`src/sv/sbes_pkg.sv`:
```
// Shared types and constants for the sonar burst and echo sequencer.
// Used by sbes_cfg, sbes_core and the top level; depends on nothing.
`timescale 1ns / 1ps

package sbes_pkg;

    localparam int NUM_CHANNELS_DEF = 4;
    localparam int MAX_CHANNELS     = 8;

    localparam int CFG_IDX_W  = 3;
    localparam int CFG_DATA_W = 16;
    localparam int TICK_W     = 16;
    localparam int BURST_W    = 8;
    localparam int LEVEL_W    = 16;
    localparam int SENSORS    = 4;
    localparam int SENSOR_W   = 2;
    localparam int DRIVE_W    = 4;
    localparam int COUNT_W    = 8;

    localparam logic [COUNT_W-1:0] PACK_QUALIFY = 8'd20;
    localparam logic [COUNT_W-1:0] COUNT_MAX    = 8'd255;

    localparam logic [TICK_W-1:0]   PERIOD_RST   = 16'd1020;
    localparam logic [BURST_W-1:0]  BURST_RST    = 8'd48;
    localparam logic [TICK_W-1:0]   BLANKING_RST = 16'd72;
    localparam logic [LEVEL_W-1:0]  LEVEL_RST    = 16'(1080 / 2);
    localparam logic [SENSORS-1:0]  MASK_RST     = 4'd0;
    localparam logic [TICK_W-1:0]   GAP_RST      = 16'd10;

    typedef enum logic {
        OP_TICK = 1'b0,
        OP_EDGE = 1'b1
    } op_e;

    typedef enum logic [CFG_IDX_W-1:0] {
        REG_PERIOD   = 3'd0,
        REG_BURST    = 3'd1,
        REG_BLANKING = 3'd2,
        REG_LEVEL    = 3'd3,
        REG_MASK     = 3'd4,
        REG_ONE_SHOT = 3'd5,
        REG_FIRE_EN  = 3'd6,
        REG_GAP      = 3'd7
    } cfg_reg_e;

    typedef struct packed {
        logic [TICK_W-1:0]  period_ticks;
        logic [BURST_W-1:0] burst_ticks;
        logic [TICK_W-1:0]  blanking_ticks;
        logic [LEVEL_W-1:0] drive_level;
        logic [SENSORS-1:0] sensor_disable_mask;
        logic               one_shot;
        logic               fire_enable;
        logic [TICK_W-1:0]  gap_limit;
        logic               rearm;
    } cfg_t;

    typedef struct packed {
        logic [DRIVE_W-1:0]  channel_drive;
        logic [LEVEL_W-1:0]  drive_compare;
        logic [SENSORS-1:0]  listening;
        logic                reading_valid;
        logic [TICK_W-1:0]   reading_time;
        logic [COUNT_W-1:0]  pulse_count;
        logic [SENSOR_W-1:0] echo_sensor;
    } result_t;

endpackage

```
`src/sv/sonar_burst_and_echo_sequencer.sv`:
```
// An accepted item waits in the input register; its result moves to the
// result register, with out_valid high, once the output is free. Throughput:
// one item per cycle while no result stalls; an input register and a result
// register separate the two channels, and the state update fits between them.
// Reset: asynchronous, active low; clears all sequencer state and loads the
// register defaults. Depends on sbes_pkg, sbes_cfg and sbes_core.
`timescale 1ns / 1ps

module sonar_burst_and_echo_sequencer
    import sbes_pkg::*;
#(
    parameter int NUM_CHANNELS = NUM_CHANNELS_DEF
)
(
    input  logic                  clk,
    input  logic                  rst_n,
    input  logic                  cfg_valid,
    output logic                  cfg_ready,
    input  logic [CFG_IDX_W-1:0]  cfg_index,
    input  logic [CFG_DATA_W-1:0] cfg_data,
    input  logic                  in_valid,
    output logic                  in_ready,
    input  logic                  opcode,
    input  logic [SENSOR_W-1:0]   sensor,
    output logic                  out_valid,
    input  logic                  out_ready,
    output logic [DRIVE_W-1:0]    channel_drive,
    output logic [LEVEL_W-1:0]    drive_compare,
    output logic [SENSORS-1:0]    listening,
    output logic                  reading_valid,
    output logic [TICK_W-1:0]     reading_time,
    output logic [COUNT_W-1:0]    pulse_count,
    output logic [SENSOR_W-1:0]   echo_sensor
);

    cfg_t                cfg;
    result_t             res_next;
    result_t             res_reg;
    logic                in_valid_reg;
    logic                opcode_reg;
    logic [SENSOR_W-1:0] sensor_reg;
    logic                out_valid_reg;
    logic                out_free;
    logic                step;

    sbes_cfg u_cfg (
        .clk       (clk),
        .rst_n     (rst_n),
        .cfg_valid (cfg_valid),
        .cfg_ready (cfg_ready),
        .cfg_index (cfg_index),
        .cfg_data  (cfg_data),
        .cfg       (cfg)
    );

    sbes_core #(
        .NUM_CHANNELS (NUM_CHANNELS)
    ) u_core (
        .clk    (clk),
        .rst_n  (rst_n),
        .step   (step),
        .opcode (opcode_reg),
        .sensor (sensor_reg),
        .cfg    (cfg),
        .res    (res_next)
    );

    assign out_free = !out_valid_reg || out_ready;
    assign step     = in_valid_reg && out_free;
    assign in_ready = !in_valid_reg || out_free;

    always_ff @(posedge clk or negedge rst_n)
    begin
        if (!rst_n)
        begin
            in_valid_reg  <= 1'b0;
            out_valid_reg <= 1'b0;
        end
        else
        begin
            if (in_valid && in_ready)
            begin
                in_valid_reg <= 1'b1;
            end
            else if (step)
            begin
                in_valid_reg <= 1'b0;
            end
            if (step)
            begin
                out_valid_reg <= 1'b1;
            end
            else if (out_ready)
            begin
                out_valid_reg <= 1'b0;
            end
        end
    end

    always_ff @(posedge clk)
    begin
        if (in_valid && in_ready)
        begin
            opcode_reg <= opcode;
            sensor_reg <= sensor;
        end
        if (step)
        begin
            res_reg <= res_next;
        end
    end

    assign out_valid     = out_valid_reg;
    assign channel_drive = res_reg.channel_drive;
    assign drive_compare = res_reg.drive_compare;
    assign listening     = res_reg.listening;
    assign reading_valid = res_reg.reading_valid;
    assign reading_time  = res_reg.reading_time;
    assign pulse_count   = res_reg.pulse_count;
    assign echo_sensor   = res_reg.echo_sensor;

    a_reading_qualified: assert property (@(posedge clk) disable iff (!rst_n)
        out_valid_reg && res_reg.reading_valid |-> res_reg.pulse_count > PACK_QUALIFY)
        else $error("Reading reported before the pack qualified.");

    a_step_fills_output: assert property (@(posedge clk) disable iff (!rst_n)
        step |=> out_valid_reg)
        else $error("Processed item did not reach the result register.");

    a_no_overwrite: assert property (@(posedge clk) disable iff (!rst_n)
        out_valid_reg && !out_ready |-> !step)
        else $error("Stalled result overwritten by a new item.");

endmodule

```
`src/sv/sbes_cfg.sv`:
```
// Configuration register file for the sonar sequencer.
// Depends on sbes_pkg; feeds the settings and a re-arm pulse to sbes_core.
`timescale 1ns / 1ps

module sbes_cfg
    import sbes_pkg::*;
(
    input  logic                  clk,
    input  logic                  rst_n,
    input  logic                  cfg_valid,
    output logic                  cfg_ready,
    input  logic [CFG_IDX_W-1:0]  cfg_index,
    input  logic [CFG_DATA_W-1:0] cfg_data,
    output cfg_t                  cfg
);

    logic [TICK_W-1:0]  period_reg;
    logic [BURST_W-1:0] burst_reg;
    logic [TICK_W-1:0]  blanking_reg;
    logic [LEVEL_W-1:0] level_reg;
    logic [SENSORS-1:0] mask_reg;
    logic               one_shot_reg;
    logic               fire_en_reg;
    logic [TICK_W-1:0]  gap_reg;
    logic               wr_en;
    logic               rearm;

    assign cfg_ready = 1'b1;
    assign wr_en     = cfg_valid && cfg_ready;

    always_ff @(posedge clk or negedge rst_n)
    begin
        if (!rst_n)
        begin
            period_reg   <= PERIOD_RST;
            burst_reg    <= BURST_RST;
            blanking_reg <= BLANKING_RST;
            level_reg    <= LEVEL_RST;
            mask_reg     <= MASK_RST;
            one_shot_reg <= 1'b0;
            fire_en_reg  <= 1'b1;
            gap_reg      <= GAP_RST;
        end
        else if (wr_en)
        begin
            unique case (cfg_reg_e'(cfg_index))
                REG_PERIOD:   period_reg   <= cfg_data;
                REG_BURST:    burst_reg    <= cfg_data[BURST_W-1:0];
                REG_BLANKING: blanking_reg <= cfg_data;
                REG_LEVEL:    level_reg    <= cfg_data;
                REG_MASK:     mask_reg     <= cfg_data[SENSORS-1:0];
                REG_ONE_SHOT: one_shot_reg <= cfg_data[0];
                REG_FIRE_EN:  fire_en_reg  <= cfg_data[0];
                REG_GAP:      gap_reg      <= cfg_data;
                default:      ;
            endcase
        end
    end

    assign rearm = wr_en && (cfg_reg_e'(cfg_index) == REG_FIRE_EN);

    always_comb
    begin
        cfg.period_ticks        = period_reg;
        cfg.burst_ticks         = burst_reg;
        cfg.blanking_ticks      = blanking_reg;
        cfg.drive_level         = level_reg;
        cfg.sensor_disable_mask = mask_reg;
        cfg.one_shot            = one_shot_reg;
        cfg.fire_enable         = fire_en_reg;
        cfg.gap_limit           = gap_reg;
        cfg.rearm               = rearm;
    end

endmodule

```
`src/sv/sbes_core.sv`:
```
// Sequencer state and the single-pass update for one tick or echo edge item.
// Depends on sbes_pkg; driven by the top level's input register and sbes_cfg.
`timescale 1ns / 1ps

module sbes_core
    import sbes_pkg::*;
#(
    parameter int NUM_CHANNELS = NUM_CHANNELS_DEF
)
(
    input  logic                clk,
    input  logic                rst_n,
    input  logic                step,
    input  logic                opcode,
    input  logic [SENSOR_W-1:0] sensor,
    input  cfg_t                cfg,
    output result_t             res
);

    localparam int CH_W = (NUM_CHANNELS > 1) ? $clog2(NUM_CHANNELS) : 1;
    localparam logic [CH_W-1:0] CH_LAST = CH_W'(NUM_CHANNELS - 1);

    logic [TICK_W-1:0]       tick_count_reg, tick_count_next;
    logic [CH_W-1:0]         channel_reg, channel_next;
    logic [NUM_CHANNELS-1:0] drive_on_reg, drive_on_next;
    logic                    shot_done_reg, shot_done_next;
    logic                    listen_open_reg, listen_open_next;
    logic [TICK_W-1:0]       last_front_reg, last_front_next;
    logic [TICK_W-1:0]       first_front_reg, first_front_next;
    logic [COUNT_W-1:0]      edge_count_reg, edge_count_next;

    logic [TICK_W:0]         burst_end;
    logic [TICK_W:0]         listen_start;
    logic [TICK_W-1:0]       tick_inc;
    logic [TICK_W-1:0]       gap;
    logic                    edge_ok;
    logic                    valid;
    logic [SENSORS-1:0]      listen_bits;
    logic [MAX_CHANNELS-1:0] drive_ext;

    assign burst_end    = (TICK_W+1)'(cfg.burst_ticks);
    assign listen_start = burst_end + (TICK_W+1)'(cfg.blanking_ticks);
    assign tick_inc     = tick_count_reg + 1'b1;
    assign gap          = tick_count_reg - last_front_reg;
    assign edge_ok      = listen_open_reg && !cfg.sensor_disable_mask[sensor];

    always_comb
    begin
        tick_count_next  = tick_count_reg;
        channel_next     = channel_reg;
        drive_on_next    = drive_on_reg;
        shot_done_next   = shot_done_reg;
        listen_open_next = listen_open_reg;
        last_front_next  = last_front_reg;
        first_front_next = first_front_reg;
        edge_count_next  = edge_count_reg;
        valid            = 1'b0;

        if (op_e'(opcode) == OP_TICK)
        begin
            if (tick_count_reg == '0 && cfg.fire_enable && !shot_done_reg)
            begin
                drive_on_next = NUM_CHANNELS'(1) << channel_reg;
                if (cfg.one_shot)
                begin
                    shot_done_next = 1'b1;
                end
            end
            if ((TICK_W+1)'(tick_count_reg) > burst_end)
            begin
                drive_on_next = '0;
                if ((TICK_W+1)'(tick_count_reg) == burst_end + 1'b1)
                begin
                    channel_next = (channel_reg == CH_LAST) ? '0 : channel_reg + 1'b1;
                end
            end
            if ((TICK_W+1)'(tick_count_reg) > listen_start)
            begin
                listen_open_next = 1'b1;
            end
            tick_count_next = tick_inc;
            if (tick_inc >= cfg.period_ticks)
            begin
                tick_count_next  = '0;
                listen_open_next = 1'b0;
                last_front_next  = '0;
                first_front_next = '0;
                edge_count_next  = '0;
            end
        end
        else if (edge_ok)
        begin
            last_front_next = tick_count_reg;
            if (gap > cfg.gap_limit && edge_count_reg < PACK_QUALIFY)
            begin
                edge_count_next  = COUNT_W'(1);
                first_front_next = tick_count_reg;
            end
            else if (edge_count_reg < COUNT_MAX)
            begin
                edge_count_next = edge_count_reg + 1'b1;
            end
            valid = edge_count_next > PACK_QUALIFY;
        end

        if (cfg.rearm)
        begin
            shot_done_next = 1'b0;
        end
    end

    always_ff @(posedge clk or negedge rst_n)
    begin
        if (!rst_n)
        begin
            tick_count_reg  <= '0;
            channel_reg     <= '0;
            drive_on_reg    <= '0;
            shot_done_reg   <= 1'b0;
            listen_open_reg <= 1'b0;
            last_front_reg  <= '0;
            first_front_reg <= '0;
            edge_count_reg  <= '0;
        end
        else
        begin
            if (step)
            begin
                tick_count_reg  <= tick_count_next;
                channel_reg     <= channel_next;
                drive_on_reg    <= drive_on_next;
                listen_open_reg <= listen_open_next;
                last_front_reg  <= last_front_next;
                first_front_reg <= first_front_next;
                edge_count_reg  <= edge_count_next;
            end
            if (step || cfg.rearm)
            begin
                shot_done_reg <= shot_done_next;
            end
        end
    end

    assign listen_bits = listen_open_next ? ~cfg.sensor_disable_mask : '0;
    assign drive_ext   = MAX_CHANNELS'(drive_on_next);

    always_comb
    begin
        res.channel_drive = drive_ext[DRIVE_W-1:0];
        res.drive_compare = (|drive_on_next) ? cfg.drive_level : '0;
        res.listening     = listen_bits;
        res.reading_valid = valid;
        res.reading_time  = valid ? first_front_next : '0;
        res.pulse_count   = edge_count_next;
        res.echo_sensor   = (op_e'(opcode) == OP_EDGE) ? sensor : '0;
    end

    a_drive_onehot: assert property (@(posedge clk) disable iff (!rst_n)
        $onehot0(drive_on_reg))
        else $error("More than one transmit channel driven.");

    a_channel_range: assert property (@(posedge clk) disable iff (!rst_n)
        channel_reg <= CH_LAST)
        else $error("Channel index beyond the channel count.");

    a_closed_no_count: assert property (@(posedge clk) disable iff (!rst_n)
        !listen_open_reg |-> edge_count_reg == '0)
        else $error("Edges counted while listening is closed.");

    a_reject_holds: assert property (@(posedge clk) disable iff (!rst_n)
        step && op_e'(opcode) == OP_EDGE && !edge_ok |=>
            $stable(edge_count_reg) && $stable(last_front_reg))
        else $error("A rejected edge changed the echo state.");

endmodule

```
`config.mk`:
```
export PLATFORM = sky130hd
export DESIGN_NAME = sonar_burst_and_echo_sequencer
export DESIGN_NICKNAME = d
export VERILOG_FILES = /design/src/sv/sbes_pkg.sv /design/src/sv/sonar_burst_and_echo_sequencer.sv /design/src/sv/sbes_cfg.sv /design/src/sv/sbes_core.sv
export SDC_FILE = /design/constraint.sdc
export NUM_CORES = 1
export LEC_CHECK = 0
export BUFFER_PORTS_ARGS = -buffer_cell sky130_fd_sc_hd__buf_2
export CAP_MARGIN = 20
export CELL_PAD_IN_SITES_DETAIL_PLACEMENT = 0
export CELL_PAD_IN_SITES_GLOBAL_PLACEMENT = 1
export CORE_MARGIN = 2
export CORE_UTILIZATION = 24
export CTS_BUF_LIST = sky130_fd_sc_hd__clkbuf_2
export CTS_CLUSTER_SIZE = 14
export DETAILED_ROUTE_END_ITERATION = 6
export PLACE_DENSITY = 0.58
export SLEW_MARGIN = 10
export SYNTH_ARGS = -nofsm -noshare
export SYNTH_HDL_FRONTEND = slang
export SYNTH_SLANG_ARGS = --single-unit
```
`constraint.sdc`:
```
create_clock -name clk -period 5.08 [get_ports clk]
set_input_delay 0.762 -clock clk [delete_from_list [all_inputs] [get_ports clk]]
set_output_delay 0.762 -clock clk [all_outputs]
set_load 0.01 [all_outputs]
```
# Word-level counts from Yosys, hierarchy flattened
# Index checks and enable logic that the tools add are counted.
# Widths: inputs -> output; s select.
word_totals:
  register_bits: 198
classes:
  n_addsub: 6
  magnitude_cmp: 8
  eq_ne: 11
  shifts: 1
  n_mux: 34
  bitwise: 2
  n_reduce_logical: 34
ops:
  columns: ["cell", "count"]
  rows:
  - ["$mux 16", 8]
  - ["$mux 8", 7]
  - ["$reduce_and 2->1", 9]
  - ["$add 8x16->17", 1]
  - ["$eq 16x17->1", 1]
  - ["$gt 16x17->1", 1]
  - ["$add 16x1->16 const B", 1]
  - ["$ge 16x16->1", 1]
  - ["$gt 16x16->1", 1]
  - ["$gt 16x8->1", 1]
  - ["$logic_not 16->1", 1]
  - ["$sub 16x16->16", 1]
  - ["$mux 1", 14]
  - ["$eq 3x3->1 const B", 4]
  - ["$mux 4", 3]
  - ["$reduce_bool 2->1", 5]
  - ["$add 8x1->9 const B", 1]
  - ["$add 8x1->8 const B", 1]
  - ["$gt 8x5->1 const B", 1]
  - ["$lt 8x5->1 const B", 1]
  - ["$lt 8x8->1 const B", 1]
  - ["$reduce_and 4->1", 2]
  - ["$logic_and 1x1->1", 7]
  - ["$eq 3x2->1 const B", 2]
  - ["15 further kinds", 21]

# Depth between registers and ports, before layout
# Gate-level depths: netlist of run 1.
depth:
  depth_word: 9
  mapped_depth: 21
  depth_no_buf: 20

# Modules after synthesis
# A second synthesis of run 1 with hierarchy kept.
unflattened:
  hier_cells: 1107
  area_unflattened_um2: 11777.5
by_module_without_submodules:
  columns: ["mod", "instances", "cells_each", "area_each_um2", "seq_area_each_um2"]
  rows:
  - ["sbes_core", 1, 866, 6945.4, 1601.5]
  - ["sbes_cfg", 1, 179, 3106.7, 1975.6]
  - ["sonar_burst_and_echo_sequencer", 1, 62, 1725.4, 1671.6]

# Least setup slack after synthesis of run 1
# OpenSTA, ideal clock, no wires.
synth_path:
  path_kind: "register to register"
  from: "register u_core.tick_count_reg[1]"
  to: "register res_reg, in the netlist reading_time[10], data pin"
  setup_ps: 260
  arrival_time_ps: 4594
  required_ps: 4820
  setup_slack_ps: 226
  stages_incl_launch_ff: 21
  synth_period_minus_slack_ps: 4854
  cell_sequence: "dfrtp_1 -> clkbuf_1 -> inv_1 -> fa_1 -> nor2b_1 -> o21ai_0 -> a21boi_0 -> o211a_1 -> nor3_1 -> o41ai_1 -> a21oi_1 -> xnor2_1 -> ha_1 -> nand4_1 -> nor3_1 -> o21ai_0 -> a31oi_1 -> o221ai_1 -> a21oi_1 -> buf_2 -> a21oi_1"
synth_between:
  elab_chain_cells: 9
  elab_cells_between_ends: 15
  cone_classes: "add/sub (2); order compare (3); mux (9); reduce/logical (1)"
synth_rtl:
  columns: ["item", "line_no", "source"]
  rows:
  - ["start, declared", "sbes_core.sv:23", "logic [TICK_W-1:0] tick_count_reg, tick_count_next;"]
  - ["start signal, assigned", "sbes_core.sv:129", "tick_count_reg <= tick_count_next;"]
  - ["$sub 16x16->16", "sbes_core.sv:44", "assign gap = tick_count_reg - last_front_reg;"]
  - ["$gt 16x16->1", "sbes_core.sv:94", "if (gap > cfg.gap_limit && edge_count_reg < PACK_QUALIFY)"]
  - ["$logic_and 1x1->1", "sbes_core.sv:94", null]
  - ["$mux 8", "sbes_core.sv:94", null]
  - ["$mux 8", "sbes_core.sv:91", "else if (edge_ok)"]
  - ["$mux 8", "sbes_core.sv:59", "if (op_e'(opcode) == OP_TICK)"]
  - ["$gt 8x5->1", "sbes_core.sv:103", "valid = edge_count_next > PACK_QUALIFY;"]
  - ["$mux 1", "sbes_core.sv:91", null]
  - ["$mux 1", "sbes_core.sv:59", null]
  - ["end signal, assigned", "sonar_burst_and_echo_sequencer.sv:109", "res_reg <= res_next;"]
  - ["end, declared", "sonar_burst_and_echo_sequencer.sv:38", "result_t res_reg;"]
# Parallel ways exist; a longest one is shown, timed or not. The select of a mux whose other input is x is not followed.
# A chain may end at the register's enable or synchronous reset.

==> results.sh, run 1 <==
export IMPL_violations="design-rule violations"
export IMPL_grt_pass1_vias=8677
export IMPL_drive_above_1_share=0.202
export IMPL_cp_max_fo=7
export IMPL_synth_cell_types=71
export IMPL_grtUsageMet2=0.225
export IMPL_busiest_layer="met2"
export IMPL_peakVddDrop_uv=171
export IMPL_port_buffers=79
export IMPL_first_pass_iters=6
export IMPL_vias=8617
export IMPL_clock_latency_ps=1020
export IMPL_fin_crit_sh=0.931
export IMPL_critical_path_max_stage_delay_ps=450
export IMPL_worst_setup_path_type="flip-flop to flip-flop"
export IMPL_synthesis_nets=1229
export IMPL_layout_common_cells="dfrtp_1, nand2_1, ha_1"
export IMPL_grtUsageMet3=0.0330
export IMPL_min_path_type="input pin to flip-flop"
export IMPL_power_density_nw_per_um2=400
export IMPL_grt_max_degree=89
export IMPL_fin_crit_ps=4730
export IMPL_dieArea_sq_um=49100
export IMPL_cts_root_buf="clkbuf_2"
export IMPL_fin_cells=1837
export IMPL_grt_pass1_wl_microns=51100
export IMPL_crit_arrival_ps=5520
export IMPL_synth_seq_cells=198
export IMPL_crit_slowest_cell="dfrtp_1"
export IMPL_drt_total_wl_microns=32400
export IMPL_die_h_microns=222
export IMPL_drc=7
export IMPL_areaGrowthSynthToFinish_pct=15.4
export IMPL_ios=81
export IMPL_setup_tns_ps=0
export IMPL_worstSetupStartpoint="u_core.last_front_reg[0]$_DFFE_PN0P_"
export IMPL_placedCellCount=1778
export IMPL_dp_hpwl_microns=23000
export IMPL_max_freq_mhz=211
export IMPL_maxCapViolations=0
export IMPL_synth_ff_type="dfrtp_1"
export IMPL_grt_usage=0.137
export IMPL_clk_path_buf_depth=2
export IMPL_antenna_found_initial=2
export IMPL_yosysSeqAreaShare=0.462
export IMPL_die_x_microns=222
export IMPL_clk_pin_slew_ps=280
export IMPL_yosysWarnings=0
export IMPL_gr_usage_met1=0.176
export IMPL_start_util=0.244
export IMPL_r2r_end="pulse_count[1]$_DFFE_PP_"
export IMPL_r2r_setup_slack_ps=350
export IMPL_r2r_cells=19
export IMPL_cp_endpoint="pulse_count[1]$_DFFE_PP_"
export IMPL_worst_pin_slew_ps=1050
export IMPL_htreeDepth=4
export IMPL_worstSetupEndpointType="flip-flop"
export IMPL_routed_via_density=4.69
export IMPL_post_cts_buffers=0
export IMPL_fin_nets=1329
export IMPL_row_count=79
export IMPL_status="complete, but fails checks"
export IMPL_hold_viol_final=0
export IMPL_syn_inst=1113
export IMPL_worstPathCellList="ha_1 -> fa_1 -> nor2b_1 -> o21ai_0 -> a21boi_1 -> o211a_1 -> nor3_1 -> o41ai_2 -> a21oi_1 -> xnor2_1 -> ha_1 -> nand4_1 -> nor3_2 -> o21ai_0 -> a31oi_1 -> buf_4 -> nor2_1 -> and3_1 -> a311o_1"
export IMPL_relSlewSlack=0.298
export IMPL_cts_tree="built"
export IMPL_crit_path_start_kind="flip-flop"
export IMPL_skew_ps=56.8
export IMPL_netlist_area_sq_um=11400
export IMPL_layout_commonest_cell="dfrtp_1"
export IMPL_postRouteAntennaNets=0
export IMPL_async_flop_share=0.727
export IMPL_p_leak_nw=5.71
export IMPL_avgRoutedWirePerCell_microns=17.6
export IMPL_synth_edf_count=54
export IMPL_syn_area_per_cell_sq_um=10.2
export IMPL_setup_viol=0
export IMPL_coreArea_sq_um=46700
export IMPL_maxSlewViolCount=0
export IMPL_gp_congestion=0.827
export IMPL_required_ps=5870
export IMPL_drt_iter0_drc=665
export IMPL_cts_buffers=17
export IMPL_reg2reg_from="u_core.last_front_reg[0]$_DFFE_PN0P_"
export IMPL_cts_num_sinks=198
export IMPL_grt_overflow=0
## through the flow
stage / setup WS (ps) / total power, mW / util / hold WS [ps] / area, sq um
global route: -7.03 / 5.71 / 0.281 / 119 / 13100
CTS: 151 / 5.32 / 0.280 / 25.1 / 13100
detailed placement: 224 / 4.33 / 0.269 / 474 / 12600
floorplan: 226 / 3.65 / - / 444 / 11400
global placement: 352 / 4.30 / 0.269 / 460 / 12600
finish: 351 / 5.25 / 0.281 / 197 / 13100
## layer usage
layer  wire [microns]  vias up
met4              751        0
met5                0        -
met2            15300      150
li1                 -     4173
met3             1090       39
met1            15200     4255
## synthesized netlist by cell type (22+ instances only)
library cell    n  share of area
nor2_1         75          0.025
nand3_1        45          0.020
inv_1          72          0.024
nor2b_1        22          0.012
a31oi_1        24          0.013
ha_1           87          0.096
nand2_1       101          0.033
a21oi_1        54          0.024
o21ai_0        58          0.026
xnor2_1        29          0.022
mux2_2         59          0.058
clkbuf_1       44          0.015
dfrtp_1       125           0.28
edfxtp_1       54           0.14
a22o_1         38          0.029
## final cells by class
| class | count | area (sq um) |
|---|---|---|
| antenna | 4 | 10.0 |
| clock buffer | 18 | 90.1 |
| clock inverter | 14 | 195 |
| fill | 4954 | 33500 |
| inverter | 73 | 274 |
| multi-input combinational | 785 | 5630 |
| sequential | 198 | 5250 |
| tap | 607 | 759 |
| timing repair buffer | 138 | 910 |
## logic make-up after synthesis
group                      synth area share
buffers and inverters                0.0466
and+or+nand+nor                       0.146
xor gates and xnor gates             0.0385
muxes                                0.0613
other                              0.000330
AOI/OAI and AO/OA                     0.146
adders and majority gates            0.0993
DFF                                   0.462
## worst min-delay path by stage
stage                                            start                                  to  depth (start not counted)  slack [ps]
floorplan           u_core.drive_on_reg[0]$_DFFE_PN0P_  u_core.drive_on_reg[0]$_DFFE_PN0P_                          2         440
global placement    u_core.drive_on_reg[3]$_DFFE_PN0P_  u_core.drive_on_reg[3]$_DFFE_PN0P_                          2         460
detailed placement  u_core.drive_on_reg[0]$_DFFE_PN0P_  u_core.drive_on_reg[0]$_DFFE_PN0P_                          2         470
CTS                                       cfg_index[1]    u_core.shot_done_reg$_DFFE_PN0P_                          4          30
global route                              cfg_index[1]    u_core.shot_done_reg$_DFFE_PN0P_                          4         120
finish                                    cfg_index[1]    u_core.shot_done_reg$_DFFE_PN0P_                          4         200
## power by group
part / internal (mW) / total [mW] / switching [mW] / leakage, nW
clock network: 0.336 / 0.947 / 0.611 / 0.173
logic: 1.01 / 2.26 / 1.25 / 3.19
registers: 1.89 / 2.05 / 0.155 / 2.35
total: 3.24 / 5.25 / 2.02 / 5.71
## repair_timing
item	CTS	global route
setup endpoints to repair	0	38
gates resized for setup	0	6
hold buffers	23	0
endpoints found under the hold margin	157	0
## critical path: cells and delay by family (launching register included)
family	cells	cell delay, ps
XOR/XNOR	1	140
AO/OA/AOI/OAI	8	1810
adder cells (fa/ha/maj)	3	950
flip-flops	1	450
AND/OR/NAND/NOR	6	970
buffers and inverters	1	210
No activity file was read; power rests on OpenSTA's default activity.
==> run 2, diff against run 1 <==
ABC_AREA = 1   (was not set)
RECOVER_POWER = 50   (was not set)
clock period = 5.2 ns   (was 5.08 ns; I/O delays follow)
==> run 2 against run 1 <==
Net effect:
- the flow finishes with violations (max-capacitance violations, max-slew violations)
- synthesized area increased by 1.6%
- setup slack gained 280 ps
- first-iteration DRC count fell by 8.9%
- register-to-register slack improved by 280 ps
- fmax rose by 3.5%
- die area is 1.6% higher
- utilization fell by 0.72 points
- hold slack worse by 76 ps
- clock skew fell by 9.8 ps
- largest cell class unchanged
- clock power down 24%
- critical path depth up 2
==> results.sh, run 2 <==
export IMPL_worst_pin_slew_ps=4010
export IMPL_async_flop_share=0.727
export IMPL_clk_path_buf_depth=2
export IMPL_avgRoutedWirePerCell_microns=16.3
export IMPL_synth_ff_type="dfrtp_1"
export IMPL_required_ps=6000
export IMPL_areaGrowthSynthToFinish_pct=13.0
export IMPL_row_count=80
export IMPL_grt_pass1_vias=9222
export IMPL_yosysTopAreaCellShare=0.271
export IMPL_seqCellArea_sq_um=5250
export IMPL_cp_max_fo=18
export IMPL_crit_arrival_ps=5370
export IMPL_synth_most_common_cell="nand2_1"
export IMPL_synthTopCellsByArea="dfrtp_1, edfxtp_1, nand2_1"
export IMPL_htreeDepth=4
export IMPL_syn_area_per_cell_sq_um=8.41
export IMPL_violations="max-capacitance violations, max-slew violations"
export IMPL_fin_crit_sh=0.879
export IMPL_ios=81
export IMPL_clock_latency_ps=940
export IMPL_place_area_sq_um=12700
export IMPL_synth_common_cells="nand2_1, inv_1, dfrtp_1, o21ai_0, ha_1"
export IMPL_synthesis_nets=1489
export IMPL_die_x_microns=223
export IMPL_yosysWarnings=0
export IMPL_power_density_nw_per_um2=595
export IMPL_place_ws_ps=395
export IMPL_fin_area_sq_um=13100
export IMPL_crit_slowest_cell="dfrtp_1"
export IMPL_synth_edf_count=54
export IMPL_yosysSeqAreaShare=0.454
export IMPL_drt_total_wl_microns=34300
export IMPL_highest_layer="met4"
export IMPL_wl_met1_microns=16000
export IMPL_worstSetupEndpointType="flip-flop"
export IMPL_start_util=0.242
export IMPL_setup_tns_ps=0
export IMPL_antenna_found_initial=1
export IMPL_multi_input_area_sq_um=5290
export IMPL_cts_buffers=17
export IMPL_wl_met2_microns=16800
export IMPL_hold_viol_final=0
export IMPL_critical_path_max_stage_delay_ps=520
export IMPL_peakVddDrop_uv=309
export IMPL_fin_ws_ps=630
export IMPL_layout_common_cells="nand2_1, inv_1, dfrtp_1"
export IMPL_drive_above_1_share=0.117
export IMPL_maxCapViolations=2
export IMPL_port_buffers=79
export IMPL_die_h_microns=223
export IMPL_worst_setup_path_type="flip-flop to flip-flop"
export IMPL_fin_nets=1585
export IMPL_dieArea_sq_um=49900
export IMPL_layout_commonest_cell="nand2_1"
export IMPL_crit_buf_inv=2
export IMPL_grt_overflow=0
export IMPL_syn_inst=1373
export IMPL_synth_area_leader_cell="dfrtp_1"
export IMPL_gp_congestion=0.818
export IMPL_skew_ps=47.0
export IMPL_status="complete, but fails checks"
export IMPL_synth_seq_cells=198
export IMPL_wl_met3_microns=897
export IMPL_cts_num_sinks=198
export IMPL_coreArea_sq_um=47600
export IMPL_vias=9457
export IMPL_crit_path_start_kind="flip-flop"
export IMPL_post_cts_buffers=0
export IMPL_setup_viol=0
export IMPL_clk_pin_slew_ps=290
export IMPL_cp_top_family="simple AND/OR/NAND/NOR gates"
export IMPL_fin_crit_ps=4570
export IMPL_drt_iter0_drc=606
export IMPL_maxSlewViolCount=108
export IMPL_worstPathCellList="inv_1 -> ha_1 -> fa_1 -> o21ai_0 -> nand4_1 -> nand4_1 -> nand3_1 -> nand2_1 -> xor2_1 -> ha_1 -> nand2_1 -> nor2_1 -> nand2_1 -> nor2_1 -> nor2_4 -> nand3_2 -> nand2_1 -> nand3_1 -> nand2_1 -> inv_1 -> a21oi_1"
export IMPL_cts_root_buf="clkbuf_2"
export IMPL_dp_hpwl_microns=25500
export IMPL_relSlewSlack=-1.68
export IMPL_postRouteAntennaNets=0
export IMPL_grt_max_degree=80
export IMPL_grt_usage=0.141
export IMPL_cts_tree="built"
export IMPL_synth_cell_types=47
export IMPL_drc=0
export IMPL_n_fill_cell=5133
export IMPL_routed_via_density=4.51
export IMPL_min_path_type="input pin to flip-flop"
export IMPL_netlist_area_sq_um=11600
export IMPL_max_freq_mhz=219
export IMPL_grt_pass1_wl_microns=53500
export IMPL_rsz0062_at_grt="false"
export IMPL_crit_path_frequent_cell="nand2_1"
export IMPL_p_leak_nw=6.22
export IMPL_first_pass_iters=5
run 2: worst register-to-register path, stage by stage (launching register included):
cell     delay [ps]
dfrtp_1         520
inv_1           160
ha_1            240
fa_1            410
o21ai_0         480
nand4_1         150
nand4_1         170
nand3_1          90
nand2_1          80
xor2_1          160
ha_1            240
nand2_1          80
nor2_1           60
nand2_1          90
nor2_1          100
nor2_4          370
nand3_2         440
nand2_1         180
nand3_1         100
nand2_1         120
inv_1            40
a21oi_1         120
run 2: logic make-up (layout without fill, tap and decap cells):
kind of cell / after synthesis / after routing / synth area share
simple gates: 508 / 508 / 0.193
buf+inv: 263 / 372 / 0.0888
compound gates: 260 / 260 / 0.125
flops: 198 / 198 / 0.454
fa+ha+maj: 89 / 89 / 0.0977
xor+xnor: 54 / 54 / 0.0409
other cells: 1 / 2 / 0.000325
run 2: report_power, final:
group          internal (mW)  switching [mW]  leakage, nW
sequential              2.06           0.318         2.36
combinational           1.65            3.03         3.74
clock                  0.127           0.589        0.110
run 2: final timing paths:
kind	start	end	slack, ps	cells past startpoint
max	u_core.tick_count_reg[0]$_DFFE_PN0P_	reading_time[6]$_SDFFCE_PN0P_	630	21
min	cfg_data[9]	u_cfg.gap_reg[9]$_DFFE_PN0P_	120	3
max reg2reg	u_core.tick_count_reg[0]$_DFFE_PN0P_	reading_time[6]$_SDFFCE_PN0P_	630	21
min reg2reg	u_cfg.level_reg[3]$_DFFE_PN1P_	u_cfg.level_reg[3]$_DFFE_PN1P_	510	2
max in group asynchronous	rst_n	u_core.edge_count_reg[1]$_DFFE_PN0P_	970	2
min in group asynchronous	rst_n	u_cfg.level_reg[10]$_DFFE_PN0P_	1930	2
run 2: layer usage:
layer	track usage	vias up
li1	-	4728
met1	0.183	4565
met2	0.240	137
met5	0	-
met4	0.0462	0
met3	0.0209	27
run 2: area by class of cell:
| type | count | area share |
|---|---|---|
| Clock buffer | 17 | 0.00652 |
| Clock inverter | 15 | 0.00805 |
| Multi-Input combinational cell | 912 | 0.405 |
| Tap cell | 615 | 0.0589 |
| Antenna cell | 1 | 0.000192 |
| Sequential cell | 198 | 0.402 |
| Inverter | 221 | 0.0635 |
| Timing Repair Buffer | 119 | 0.0558 |
run 2: what timing repair did:
item,4_1_cts,5_1_grt
hold buffers,20,0
endpoints found under the setup margin,0,4
resized for setup,0,1
hold endpoints to repair,86,0
run 2: per-stage QoR:
| step | hold slack (ps) | std cells | total power [mW] | utilization |
|---|---|---|---|---|
| after floorplan | 449 | 1373 | 5.67 | - |
| after global placement | 469 | 2042 | 7.05 | 0.266 |
| final | 121 | 2098 | 7.77 | 0.274 |
| after global routing | 33.3 | 2098 | 8.59 | 0.274 |
| after detailed placement | 469 | 2044 | 7.10 | 0.266 |
| after CTS | 19.4 | 2096 | 7.87 | 0.275 |
